--- config.mk ---
export PLATFORM = sky130hd
export DESIGN_NAME = cmhr_delay
export DESIGN_NICKNAME = d
export VERILOG_FILES = /design/src/rtl/core/cmhr_delay.sv
export SDC_FILE = /design/constraint.sdc
export NUM_CORES = 1
export LEC_CHECK = 0
export ABC_AREA = 1
export BUFFER_PORTS_ARGS = -buffer_cell sky130_fd_sc_hd__buf_2
export CAP_MARGIN = 15
export CORE_AREA = 2 2 39 41
export CTS_CLUSTER_DIAMETER = 120
export CTS_CLUSTER_SIZE = 14
export DETAILED_ROUTE_END_ITERATION = 16
export DIE_AREA = 0 0 41 43
export GPL_TIMING_DRIVEN = 0
export PLACE_DENSITY = 0.66
export SYNTH_ARGS = -nofsm -noshare
export SYNTH_HDL_FRONTEND = slang
export SYNTH_SLANG_ARGS = --single-unit
--- constraint.sdc ---
create_clock -name aclk -period 1.2 [get_ports aclk]
set_clock_uncertainty 0.05 [all_clocks]
set_input_delay 0.24 -clock aclk [delete_from_list [all_inputs] [get_ports aclk]]
set_output_delay 0.24 -clock aclk [all_outputs]
set_load 0.01 [all_outputs]
--- src/rtl/core/cmhr_delay.sv ---
`timescale 1ns / 1ps
// ----------------------------------------------------------------------------
// cmhr_delay
// Stallable shift line that keeps side data level with the pipeline.
// ----------------------------------------------------------------------------
module cmhr_delay #(
    parameter int WIDTH = 8,
    parameter int DEPTH = 2
) (
    input  logic             aclk,
    input  logic             en,
    input  logic [WIDTH-1:0] din,
    output logic [WIDTH-1:0] dout
);

    logic [WIDTH-1:0] tap_reg [DEPTH];

    always_ff @(posedge aclk) begin
        if (en) begin
            tap_reg[0] <= din;
            for (int i = 1; i < DEPTH; i++) begin
                tap_reg[i] <= tap_reg[i-1];
            end
        end
    end

    assign dout = tap_reg[DEPTH-1];

endmodule

==> results.json, run 1 <==
{
  "routed-wl-met3_microns": 45,
  "cts_setup_buffers": 0,
  "rsz0062_at_grt": "false",
  "start_util": 0.3906,
  "nNetsFinal": 48,
  "synth-seq-cells": 16,
  "ios": 18,
  "fill_cells": 119,
  "area_growth_pct": 22.45,
  "gp_congestion": 0.6156,
  "area.sequential_sq_um": 480.5,
  "synth.yosys.seq_area_share": 0.8889,
  "hold_viol_final": 0,
  "drt-total-wl_microns": 484,
  "status": "complete, no violations",
  "die_x_microns": 41,
  "end_kind": "output pin",
  "clock-sinks": 16,
  "coreArea_sq_um": 1384,
  "crit_type": "reg -> out",
  "cts_hold_buf": 0,
  "via_count": 201,
  "antenna_found_initial": 0,
  "netlist_instances": 24,
  "synth_area_sq_um": 540.5,
  "crit_buf_inv": 1,
  "detail_route.wl_per_cell_microns": 9.132,
  "cp_slowest_cell": "edfxtp_1",
  "die_y_microns": 43,
  "max_freq_ghz": 0.9294,
  "tightest_slew_ps": 327.1,
  "maxSlewHeadroom": 0.7819,
  "setup_tns_ps": 0,
  "multiInputGateArea_sq_um": 0,
  "num_rows": 14,
  "clockBufferDepth": 2,
  "drive_above_1_share": 0.5405,
  "final_max_slew_viol_count": 0,
  "start_kind": "register",
  "die_area_sq_um": 1763,
  "grt_use_total": 0.06152,
  "powerDensity_nw_per_um2": 1508,
  "grt_pass1_wl_microns": 676,
  "nMultiInputCombCells": 0,
  "cts_root_buf": "clkbuf_4",
  "syn_area_per_cell_sq_um": 22.52,
  "peakVddDrop_mv": 0.7184,
  "met2_length_microns": 236,
  "max_stage_delay_ps": 390,
  "numCtsBuffers": 3,
  "drtPass1Iterations": 3,
  "drc": 0,
  "insertedDiodeCount": 0,
  "hp-class": "in -> reg",
  "yosysWarnings": 0,
  "post-place-cells": 57,
  "critical-path-top-delay-family": "flip-flops",
  "antenna_left": 0,
  "cts.clk_slew.worst_paths_ps": 80,
  "drt_iter0_drc": 1,
  "max-cap-violations": 0,
  "cp_cell_sequence": "buf_6",
  "grt_pass1_vias": 174,
  "gr-total-overflow": 0,
  "grt_max_degree": 17,
  "leakage_nw": 0.2558,
  "fin_crit_sh": 0.8966,
  "finalCriticalPeriod_ps": 1076,
  "required_ps": 910,
  "critPathMaxFanout": 1,
  "clk_latency_ps": 260,
  "portBuffers": 17,
  "cts_resized": 1,
  "yosysUniqueCellTypes": 2,
  "cts_tree": "done",
  "h-tree-depth": 1,
  "syn_nets": 34,
  "largest_reg_flops": 16,
  "wl_met1_microns": 202,
  "final_cells": 53,
  "top_layer_used": "met3",
  "arrival_ps": 790,
  "setup_viol": 0,
  "routed_via_density": 3.792
}
## cells in the mapped netlist
master,instances,area [sq um]
edfxtp_1,16,480.5
buf_4,8,60.06
## routing by layer
layer / vias up / track usage
li1: 107 / -
met4: 0 / 0.04000
met5: - / 0
met3: 0 / 0.03141
met2: 12 / 0.08750
met1: 82 / 0.06934
## power by group
group	switching, mW	internal [mW]
Clock	0.136	0.120
Combinational	0.0266	0.0407
Sequential	0.0123	0.662
## logic make-up (layout without fill, tap and decap cells)
| family | after synthesis | after routing | share of synthesized area |
|---|---|---|---|
| DFF | 16 | 16 | 0.8889 |
| buffers and inverters | 8 | 21 | 0.1111 |
## worst paths after layout
path	end	start	cells past startpoint	slack, ps
min reg2reg	tap_reg[0][10]$_DFFE_PP_	tap_reg[0][2]$_DFFE_PP_	0	370
max reg2reg	tap_reg[0][12]$_DFFE_PP_	tap_reg[0][4]$_DFFE_PP_	0	530
max	dout[7]	tap_reg[0][15]$_DFFE_PP_	1	120
min	tap_reg[0][1]$_DFFE_PP_	din[1]	1	90
## cell usage in the layout (no fill, tap or decap)
master	count
edfxtp_1	16
buf_2	9
buf_6	8
clkbuf_4	3
clkinv_1	1
## layout make-up
cell class	instances	area share
Clock buffer	3	0.03403
Clock inverter	1	0.005671
Sequential cell	16	0.7259
Tap cell	16	0.03025
Timing Repair Buffer	17	0.2042
## stage by stage
| stage | total power [mW] | setup slack [ps] | hold WS [ps] | util | instance area [sq um] |
|---|---|---|---|---|---|
| floorplan | 0.7153 | 434.4 | 288.9 | - | 540.5 |
| global placement | 0.7526 | 285.2 | 350.7 | 0.4665 | 645.6 |
| CTS | 1.015 | 4.040 | 83.08 | 0.4901 | 678.2 |
| finish | 0.9980 | 124.0 | 93.25 | 0.4783 | 661.9 |
| global route | 1.049 | 58.28 | 71.21 | 0.4783 | 661.9 |
| detailed placement | 0.7561 | 276.1 | 354.5 | 0.4665 | 645.6 |
Note: power is estimated with default switching activity, not from simulation.
==> inputs of run 2 (changes only) <==
RECOVER_POWER = 25   (was not set)
==> run 2 against run 1 <==
Die area unchanged. Final cell count stayed put. Non-clock buffer count unchanged. Critical path type unchanged. First-iteration DRC count unchanged. Final area is 0.19% lower. Combinational power shrank 0.7%. Clock-buffer cell count did not move. Global-route usage unchanged. Clock power about the same. Setup slack unchanged. Largest power group unchanged.
==> results.json, run 2 (synthesis gave the netlist of run 1 again) <==
{
  "status": "complete, no violations",
  "grt_max_degree": 17,
  "cp.depth": 1,
  "drive_above_1_share": 0.5135,
  "portBuffers": 17,
  "multiInputGateArea_sq_um": 0,
  "setup_viol": 0,
  "end_kind": "output pin",
  "cts_hold_buf": 0,
  "max_stage_delay_ps": 390,
  "routed_via_density": 3.792,
  "clock-sinks": 16,
  "finalCriticalPeriod_ps": 1076,
  "detail_route.wl_per_cell_microns": 9.151,
  "cp_slowest_cell": "edfxtp_1",
  "tightest_slew_ps": 779.4,
  "area_growth_pct": 22.22,
  "final_common_cell": "edfxtp_1",
  "clockBufferDepth": 2,
  "ios": 18,
  "maxSlewHeadroom": 0.4804,
  "cts.clk_slew.worst_paths_ps": 80,
  "insertedDiodeCount": 0,
  "rr_worst_depth": 0,
  "finalPower_mw": 0.9979,
  "clk_latency_ps": 260,
  "hold_viol_final": 0,
  "final_max_slew_viol_count": 0,
  "nMultiInputCombCells": 0,
  "cp_cell_sequence": "buf_6",
  "setup_slack_ps": 124.0,
  "num_rows": 14,
  "drt_iter0_drc": 1,
  "fin_crit_sh": 0.8966,
  "gr-usage-met1": 0.06934,
  "drt-total-wl_microns": 485,
  "peakVddDrop_mv": 0.7185,
  "grt_most_used_layer": "met2",
  "gr-total-overflow": 0,
  "final_cells": 53,
  "gp_congestion": 0.6156,
  "via_count": 201,
  "grt_use_total": 0.06152,
  "nNetsFinal": 48,
  "setup_tns_ps": 0,
  "cts_root_buf": "clkbuf_4",
  "grt_pass1_wl_microns": 676,
  "cts_setup_buffers": 0,
  "crit_buf_inv": 1,
  "start_util": 0.3906,
  "drtPass1Iterations": 3,
  "fin_area_sq_um": 660.6,
  "hold_path_depth": 1,
  "coreArea_sq_um": 1384,
  "place_ws_ps": 276.1,
  "hp-class": "in -> reg",
  "antenna_found_initial": 0,
  "mostFrequentLayoutCells": "edfxtp_1, buf_2, buf_6",
  "rsz0062_at_grt": "false",
  "fill_cells": 120,
  "die_x_microns": 41,
  "critPathMaxFanout": 1,
  "postPlaceCellArea_sq_um": 645.6,
  "required_ps": 910,
  "die_area_sq_um": 1763,
  "max_freq_ghz": 0.9294,
  "powerDensity_nw_per_um2": 1511,
  "antenna_left": 0,
  "critical-path-top-delay-family": "flip-flops",
  "start_kind": "register",
  "h-tree-depth": 1,
  "drc": 0,
  "grt_use_met3": 0.03141,
  "max-cap-violations": 0,
  "use_met2": 0.08750,
  "crit_type": "reg -> out",
  "die_y_microns": 43,
  "grt_pass1_vias": 174,
  "area.sequential_sq_um": 480.5,
  "leakage_nw": 0.2530,
  "cts_tree": "done",
  "largest_reg_flops": 16,
  "arrival_ps": 790,
  "numCtsBuffers": 3,
  "post-place-cells": 57
}
[run 2: changes by cell type in the layout (fill, tap and decap cells not counted)]
cell,before,now
buf_2,9,8
clkbuf_1,0,1
[run 2: timing repair]
action	in CTS	in global routing
endpoints found under the setup margin	1	8
pin swaps	0	0
resized for setup	1	7
gates cloned	0	0
[run 2: layout make-up]
class	count	area share
clock buffer	3	0.03409
clock inverter	1	0.005682
sequential	16	0.7273
tap	16	0.03030
timing repair buffer	17	0.2027
[run 2: through the flow]
step | util | hold slack [ps]
final | 0.4774 | 93.25
after global routing | 0.4774 | 71.21
after CTS | 0.4901 | 83.08
after detailed placement | 0.4665 | 354.5
after global placement | 0.4665 | 350.7
after floorplan | - | 288.9
[run 2: final timing paths]
| kind | start | to | slack (ps) |
|---|---|---|---|
| setup / recovery | tap_reg[0][15]$_DFFE_PP_ | dout[7] | 120 |
| hold / removal | din[1] | tap_reg[0][1]$_DFFE_PP_ | 90 |
| setup reg to reg | tap_reg[0][4]$_DFFE_PP_ | tap_reg[0][12]$_DFFE_PP_ | 530 |
| hold reg to reg | tap_reg[0][2]$_DFFE_PP_ | tap_reg[0][10]$_DFFE_PP_ | 370 |
[run 2: layer usage]
layer / routed length [microns] / share of wire
met2: 236 / 0.49
met1: 203 / 0.42
met5: 0 / 0
met4: 0 / 0
met3: 45 / 0.093
[run 2: report_power, final]
part	internal, mW	leakage (nW)	switching (mW)
registers	0.663	0.157	0.0123
logic	0.0402	0.0811	0.0267
clock network	0.120	0.0154	0.136
