[src/rtl/core/cmhr_pkg.sv]
`timescale 1ns / 1ps
// ----------------------------------------------------------------------------
// cmhr_pkg
// Shared widths, constants and angle helpers for the minimum-hop router.
// ----------------------------------------------------------------------------
package cmhr_pkg;

    localparam int ANGLE_W = 25;
    localparam int HOP_W   = 9;
    localparam int TOT_W   = 10;
    localparam int DIR_W   = 2;
    localparam int IDX_W   = 2;

    // A full turn of 360 degrees in Q16, and the one-degree spacing floor.
    localparam logic [ANGLE_W-1:0] FULL_TURN   = 25'd23592960;
    localparam logic [ANGLE_W-1:0] MIN_SPACING = 25'd65536;

    // A full turn is 45 * 2^19, so a product is reduced modulo a turn by
    // taking its upper bits modulo 45 and keeping the lower 19 bits.
    localparam int TURN_SHIFT = 19;
    localparam int TURN_ODD   = 45;
    localparam int RECIP_W    = 16;
    localparam int RECIP_ODD  = 1456;

    // Register indices.
    localparam logic [IDX_W-1:0] REG_PLANE_SPACING  = 2'd0;
    localparam logic [IDX_W-1:0] REG_SLOT_SPACING   = 2'd1;
    localparam logic [IDX_W-1:0] REG_PHASING_OFFSET = 2'd2;

    // Route directions.
    localparam logic [DIR_W-1:0] DIR_WEST_UP   = 2'd0;
    localparam logic [DIR_W-1:0] DIR_WEST_DOWN = 2'd1;
    localparam logic [DIR_W-1:0] DIR_EAST_UP   = 2'd2;
    localparam logic [DIR_W-1:0] DIR_EAST_DOWN = 2'd3;

    localparam logic [ANGLE_W-1:0] REG_SPACING_RST = 25'd1966080;

    // Reduce a value below two turns into [0, 360).
    function automatic logic [ANGLE_W-1:0] wrap_turn(input logic [ANGLE_W:0] a);
        logic [ANGLE_W:0] t;
        t = {1'b0, FULL_TURN};
        if (a >= t) begin
            return ANGLE_W'(a - t);
        end
        return ANGLE_W'(a);
    endfunction

    // (a - b) modulo a turn, both operands already reduced.
    function automatic logic [ANGLE_W-1:0] sub_turn(input logic [ANGLE_W-1:0] a,
                                                    input logic [ANGLE_W-1:0] b);
        if (a >= b) begin
            return a - b;
        end
        return ANGLE_W'({1'b0, a} + {1'b0, FULL_TURN} - {1'b0, b});
    endfunction

    function automatic logic [ANGLE_W-1:0] eff_spacing(input logic [ANGLE_W-1:0] s);
        return (s < MIN_SPACING) ? MIN_SPACING : s;
    endfunction

endpackage

[src/rtl/core/cmhr_mulmod.sv]
`timescale 1ns / 1ps
// ----------------------------------------------------------------------------
// cmhr_mulmod
// Four-stage unit giving (hops * offset) modulo a full turn.
// ----------------------------------------------------------------------------
module cmhr_mulmod
    import cmhr_pkg::*;
(
    input  logic               aclk,
    input  logic               en,
    input  logic [HOP_W-1:0]   hops,
    input  logic [ANGLE_W-1:0] offset,
    output logic [ANGLE_W-1:0] prod_mod
);

    localparam int P_W  = HOP_W + ANGLE_W;
    localparam int X_W  = P_W - TURN_SHIFT;
    localparam int Q_W  = X_W + 11 - RECIP_W;
    localparam int R_W  = 7;
    localparam int RC_W = ANGLE_W - TURN_SHIFT;

    logic [P_W-1:0]        prod_reg;
    logic [X_W-1:0]        x_reg;
    logic [Q_W-1:0]        qe_reg;
    logic [TURN_SHIFT-1:0] low_reg;
    logic [TURN_SHIFT-1:0] low2_reg;
    logic [R_W-1:0]        r_reg;
    logic [ANGLE_W-1:0]    mod_reg;

    logic [X_W+10:0] x_scaled;
    logic [X_W-1:0]  x_diff;
    logic [R_W-1:0]  r_fix;

    // The reciprocal underestimates, so the remainder lands below twice 45.
    assign x_scaled = (X_W+11)'(prod_reg[P_W-1:TURN_SHIFT]) * (X_W+11)'(RECIP_ODD);
    assign x_diff   = x_reg - X_W'(qe_reg * X_W'(TURN_ODD));
    assign r_fix    = (r_reg >= R_W'(TURN_ODD)) ? r_reg - R_W'(TURN_ODD) : r_reg;

    always_ff @(posedge aclk) begin
        if (en) begin
            prod_reg <= P_W'(hops) * P_W'(offset);
            x_reg    <= prod_reg[P_W-1:TURN_SHIFT];
            low_reg  <= prod_reg[TURN_SHIFT-1:0];
            qe_reg   <= x_scaled[X_W+10:RECIP_W];
            r_reg    <= x_diff[R_W-1:0];
            low2_reg <= low_reg;
            mod_reg  <= {r_fix[RC_W-1:0], low2_reg};
        end
    end

    assign prod_mod = mod_reg;

endmodule

[config.mk]
export PLATFORM = sky130hd
export DESIGN_NAME = cmhr_mulmod
export DESIGN_NICKNAME = d
export VERILOG_FILES = /design/src/rtl/core/cmhr_pkg.sv /design/src/rtl/core/cmhr_mulmod.sv
export SDC_FILE = /design/constraint.sdc
export NUM_CORES = 1
export LEC_CHECK = 0
export BUFFER_PORTS_ARGS = -buffer_cell sky130_fd_sc_hd__buf_2
export CORE_MARGIN = 1.5
export CORE_UTILIZATION = 50
export DETAILED_ROUTE_END_ITERATION = 16
export GPL_ROUTABILITY_DRIVEN = 0
export PLACE_DENSITY = 0.78
export SYNTH_ARGS = -nofsm -noshare
export SYNTH_HDL_FRONTEND = slang
export SYNTH_SLANG_ARGS = --single-unit
[constraint.sdc]
create_clock -name aclk -period 4.2 [get_ports aclk]
set_input_delay 0 -clock aclk [delete_from_list [all_inputs] [get_ports aclk]]
set_output_delay 0 -clock aclk [all_outputs]
set_load 0.05 [all_outputs]
==> results of run 1 <==
==> worst paths after layout <==
path | start | end | slack (ns) | depth (start not counted)
worst max-delay path | prod_reg[24]$_DFFE_PP_ | qe_reg[6]$_DFFE_PP_ | 0.07 | 14
worst min-delay path | offset[0] | prod_reg[0]$_DFFE_PP_ | 0.17 | 3
worst max register to register | prod_reg[24]$_DFFE_PP_ | qe_reg[6]$_DFFE_PP_ | 0.07 | 14
worst min register to register | prod_reg[10]$_DFFE_PP_ | low_reg[10]$_DFFE_PP_ | 0.41 | 0
==> cell usage after synthesis (2+ instances only) <==
cell / n
nor2_1: 30
nand4_1: 6
o21a_1: 8
o22ai_1: 3
fa_1: 199
a211oi_2: 2
a211oi_1: 3
a21boi_1: 2
and2_1: 120
buf_2: 2
ha_1: 114
xor2_1: 15
clkbuf_1: 28
nor3_1: 8
o21ai_1: 11
nor2b_1: 2
o311ai_1: 3
xnor2_1: 40
nand2b_1: 10
a21oi_2: 2
o211ai_1: 4
a21o_1: 10
nand3_1: 12
or3_1: 2
nor3b_1: 2
nand2_1: 126
a21oi_1: 36
inv_1: 286
o21ai_0: 11
and3_1: 4
edfxtp_1: 118
o21bai_1: 7
a31oi_1: 6
==> tightest hold or removal path, cell delays in order <==
cell	delay, ns
buf_2	0.10
buf_4	0.14
and2_1	0.19
==> through the flow <==
stage / setup slack, ns / utilization, % / area, µm² / hold WS (ns)
2_1_floorplan: 0.00244 / - / 13100 / 0.112
3_3_place_gp: -0.321 / 56.0 / 14500 / 0.401
3_5_place_dp: -0.438 / 56.0 / 14500 / 0.405
4_1_cts: 0.00859 / 58.5 / 15100 / 0.155
5_1_grt: -0.0764 / 59.7 / 15500 / 0.158
6_report: 0.0689 / 59.7 / 15500 / 0.170
==> layer usage <==
metal | share of wire, % | global-route usage (%) | vias to the layer above
li1 | - | - | 4232
met1 | 43 | 26.1 | 4407
met2 | 51 | 34.7 | 232
met3 | 4.4 | 2.54 | 28
met4 | 1.1 | 5.16 | 0
met5 | 0 | 0 | -
==> cell families after synthesis <==
group | Yosys count | share of synthesized area (%)
and+or+nand+nor | 327 | 12.6
AOI/OAI and AO/OA | 120 | 6.34
DFF | 118 | 27.0
adders and majority gates | 313 | 41.2
buffers and inverters | 317 | 9.14
xor gates and xnor gates | 55 | 3.67
==> cell usage in the layout, fill, tap and decap left out, types with 17 or more instances in the layout <==
master | Yosys | layout
inv_1 | 286 | 280
fa_1 | 199 | 196
nand2_1 | 126 | 126
and2_1 | 120 | 120
edfxtp_1 | 118 | 118
buf_4 | 0 | 116
ha_1 | 114 | 105
buf_2 | 2 | 53
xnor2_1 | 40 | 40
nor2_1 | 30 | 29
a21oi_1 | 36 | 28
clkbuf_16 | 0 | 17
==> area by class of cell <==
cell class / count / area [µm²] / share of cell area (%)
clock inverters: 14 / 166 / 1.08
inverters: 286 / 1070 / 6.94
clock buffers: 18 / 429 / 2.77
well taps: 335 / 419 / 2.71
multi-input cells: 815 / 8600 / 55.6
repair buffers: 176 / 1230 / 7.95
flip-flops and latches: 118 / 3540 / 22.9
==> what timing repair did <==
item / 4_1_cts / 5_1_grt
resized for setup: 1 / 50
pin swaps: 0 / 29
endpoints found under the setup margin: 2 / 22
buffers inserted: 4 / 11
==> impl_results.md, run 1 <==
* Status: finished clean
* Warnings from Yosys at 0
* H-tree depth at 4
* # placed instances at 1715
* CTS tree: yes
* Setup CP Type: flip-flop to flip-flop
* Slew Limit Fails at 0
* Bufs on Longest Clock Path at 2
* Layout cells sized above 1 at 18.1%
* Boundary pin count at 61
* Seq/Total Area, Yosys at 27.0%
* Slowest cell delay on critical path at 0.54 ns
* Worst-path clk slew at 0.06 ns
* Root Driver: clkbuf_16
* MaxCap Viol Count at 0
* Layout Nets at 1763
* First-pass GRT wire length at 43100 µm
* WP buf/inv at 3
* Fill cells at 2041
* Rows at 59
* Yosys top cell area share at 30.4%
* GRT Overall Usage at 19.8%
* Vias/cell at 5.05
* Mapped Cells at 1250
* Full die area at 0.0272 mm²
* Drt initial violations at 428
* Hold WC Path Type: primary input to flip-flop
* Total number of vias at 8899
* Largest net degree at the start of global routing at 78
* Port-buffer cells at 60
* F_max at 242 MHz
* Clock sink total at 118
* Gr ovfl total at 0
* Yosys reg bits at 118
* Max reg flops at 34
* DRT antenna net count at 0
* Initial Util at 50.6%
* CP top delay family: adder cells
* Unrepaired setup endpoints after global routing: yes
* Detailed Place HPWL at 20200 µm
* Drt total wl at 25100 µm
* Number of global-route vias before repair at 9505
* Cells taking the most area after synthesis: fa_1 30%, edfxtp_1 27%, ha_1 11%
* Worst EP required at 4.35 ns
* Cts bufs inserted at 17
* Setup TNS at 0 ns
* ANT cells at 0
* Worst slew margin at 39.5%
* Synth area leader: fa_1
* Core ar. at 0.0259 mm²
* Hold Buf Count CTS at 0
* Setup violators final at 0
* Initial antenna violation count at 0
* Detailed Routing Iterations Pass 1 at 6
* CP max-delay cell: fa_1
* Synthesized area at 0.0131 mm²
* Ys async rst share at 0%
* Residual DRC at 0
* Synth Area per Inst at 10.5 µm²
* Worst-margin pin slew at 0.908 ns
* Die width at 165 µm
* Largest fanout on the critical path at 4
* Final hold vios at 0
* Worst Setup End Kind: flip-flop
* Part of the cycle the worst path needs at 98.4%
* Top_reg_cell synth: edfxtp_1
* CP cell instances: buf_4 > ha_1 > inv_1 > fa_1 > inv_1 > fa_1 > fa_2 > ha_4 > and3_1 > a31oi_2 > o311ai_2 > o21a_1 > nor2_2 > xnor2_1
* Final Non-Filler Cells at 1762
* Synth cell types at 51
* Syn-to-layout area delta at 17.8%
* WP data arrival at 4.28 ns
* Syn_nets at 1599
* Later-pin clock latency in the skew report at 0.41 ns
* Post-synth EDFFs at 118
* Min Tclk post-route at 4.13 ns
* Routed WL per cell at 14.3 µm
* Worst Setup Start Kind: flip-flop
* Die H at 165 µm
* Worst Skew at 0.00553 ns
Power of run 1 is not shown: default switching activity piles up to over one toggle a cycle in this logic, so the estimate is an artifact.
==> run 2, diff against run 1 <==
- CELL_PAD_IN_SITES_DETAIL_PLACEMENT: not set -> 2
- CELL_PAD_IN_SITES_GLOBAL_PLACEMENT: not set -> 2
- CORE_UTILIZATION: 50 -> 38
- PLACE_DENSITY: 0.78 -> 0.86
==> impl_results.md, run 2 (synthesis gave the netlist of run 1 again) <==
* Status: complete, but fails checks
* Failing checks: setup timing
* Max reg flops at 34 (unchanged)
* CP max-delay cell: fa_1
* GRT Overall Usage at 31.7% (+12 points)
* Cts bufs inserted at 17 (unchanged)
* Leading cell type in the layout, fill and taps excluded: inv_1
* Rows at 67 (+14%)
* Routed WL per cell at 34.0 µm (+140%)
* Later-pin clock latency in the skew report at 0.43 ns (+0.02 ns)
* Drt total wl at 66300 µm (+160%)
* Clock sink total at 118 (unchanged)
* Slowest cell delay on critical path at 0.57 ns (+0.03 ns)
* Setup violators final at 25 (+25)
* Part of the cycle the worst path needs at 108% (+9.3 points)
* Initial antenna violation count at 0 (unchanged)
* Number of global-route vias before repair at 12659 (+33%)
* Root Driver: clkbuf_16
* F_max at 221 MHz (-8.7%)
* Port-buffer cells at 60 (unchanged)
* Largest net degree at the start of global routing at 85 (+9.0%)
* Unrepaired setup endpoints after global routing: yes
* MaxCap Viol Count at 0 (unchanged)
* Bufs on Longest Clock Path at 2 (unchanged)
* Setup CP Type: primary input to flip-flop
* Largest fanout on the critical path at 16 (+12)
* Drt initial violations at 857 (+100%)
* Final hold vios at 0 (unchanged)
* Hold_ws at 0.226 ns (+0.0564 ns)
* CP cell instances: buf_8 > buf_4 > and2_1 > fa_1 > inv_1 > fa_1 > inv_1 > fa_1 > inv_1 > fa_1 > inv_1 > ha_4 > nand3_1 > nor3_2 > o21a_1 > nor2_4 > and3_4 > a311oi_2 > o311ai_2
* R2R cell count at 14 (unchanged)
* Hold path cells at 3 (unchanged)
* Detailed Routing Iterations Pass 1 at 5 (-1)
* Total number of vias at 11228 (+26%)
* First-pass GRT wire length at 82200 µm (+91%)
* Die H at 189 µm (+14%)
* Final Non-Filler Cells at 1951 (+11%)
* Worst Setup End Kind: flip-flop
* Most frequent cells in the layout: 253 x inv_1, 178 x fa_1, 167 x buf_4, 118 x edfxtp_1, 113 x and2_1
* Residual DRC at 0 (unchanged)
* CP Depth at 19 (+5)
* DRT antenna net count at 0 (unchanged)
* Worst Skew at 0.0138 ns (+0.00828 ns)
* Gr ovfl total at 0 (unchanged)
* Hold WC Path Type: primary input to flip-flop
* Detailed Place HPWL at 36600 µm (+81%)
* WP data arrival at 4.67 ns (+0.39 ns)
* Worst-margin pin slew at 1.18 ns (+0.274 ns)
* Fin util at 51.5% (-8.2 points)
* Layout cells sized above 1 at 32.4% (+14 points)
* CTS tree: yes
* Worst EP required at 4.35 ns (about the same)
* WP buf/inv at 6 (+3)
* Die width at 189 µm (+14%)
* Syn-to-layout area delta at 32.5%
* Worst Setup Start Kind: primary input
* Hold Buf Count CTS at 0 (unchanged)
* Slew Limit Fails at 0 (unchanged)
* Vias/cell at 5.75 (+14%)
* Full die area at 0.0357 mm² (+31%)
* Layout Nets at 1838 (+4.3%)
* CP top delay family: adder cells
* Final WS setup at -0.323 ns (-0.392 ns)
* Min Tclk post-route at 4.52 ns (+0.392 ns)
* Boundary pin count at 61 (unchanged)
* H-tree depth at 4 (unchanged)
* Worst slew margin at 21.3% (-18 points)
* Core ar. at 0.0338 mm² (+30%)
* Initial Util at 38.8% (-12 points)
* Fill cells at 3352 (+64%)
* # placed instances at 1858 (+8.3%)
* Worst-path clk slew at 0.06 ns (about the same)
run 2: changes by cell type in the layout (fill, tap and decap cells not counted), moves of 10 or more:
cell | previous run | this run
buf_4 | 116 | 167
inv_1 | 280 | 253
a21oi_4 | 2 | 12
fa_1 | 196 | 178
ha_1 | 105 | 75
nand2_2 | 0 | 15
nor2_1 | 29 | 19
ha_4 | 9 | 37
fa_2 | 3 | 21
nand2_1 | 126 | 110
a21oi_1 | 28 | 14
buf_2 | 53 | 38
inv_2 | 6 | 32
buf_6 | 1 | 23
run 2: path summary, 6_finish.rpt:
kind | from | slack, ns | endpoint
setup / recovery | hops[6] | -0.32 | prod_reg[30]$_DFFE_PP_
hold / removal | offset[0] | 0.23 | prod_reg[0]$_DFFE_PP_
setup reg to reg | prod_reg[27]$_DFFE_PP_ | -0.22 | qe_reg[6]$_DFFE_PP_
hold reg to reg | prod_reg[8]$_DFFE_PP_ | 0.42 | low_reg[8]$_DFFE_PP_
run 2: timing repair:
| item | in CTS | in global routing |
|---|---|---|
| gates cloned | 0 | 3 |
| setup endpoints to repair | 21 | 26 |
| pin swaps | 38 | 114 |
| gates resized for setup | 77 | 237 |
| setup buffers | 21 | 36 |
run 2: final cells by class:
type | count | area, µm² | area share, %
sequential | 118 | 3540 | 20.4
multi-input combinational | 815 | 9520 | 54.7
clock buffer | 17 | 425 | 2.45
tap | 448 | 561 | 3.22
antenna | 1 | 2.50 | 0.0144
inverter | 286 | 1080 | 6.19
timing repair buffer | 251 | 2080 | 12.0
clock inverter | 15 | 178 | 1.02
run 2: routing by layer:
layer	track usage [%]	vias to the layer above	routed length, µm
li1	-	4376	-
met5	0	-	0
met3	4.49	339	3420
met4	16.5	0	5720
met1	33.0	5826	22700
met2	61.1	687	34400
run 2: worst reg2reg max path, delay by kind of cell, from the launching register on:
kind                       cells  cell delay, ns
adders and majority gates      5            2.25
buffers and inverters          2            0.16
and+or+nand+nor                1            0.13
AOI/OAI and AO/OA              5            1.07
xor gates and xnor gates       1            0.08
DFF                            1            0.50
run 2: metrics by stage:
step | setup WS (ns) | instance area (µm²) | TNS, ns
final | -0.323 | 17400 | -4.23
after global routing | -0.369 | 17400 | -5.27
after CTS | -0.0384 | 16100 | -0.0384
after detailed placement | -0.913 | 14900 | -12.83
after global placement | -0.380 | 14900 | -4.77
after floorplan | 0.00244 | 13100 | 0
Power of run 2 is left out for the same reason.
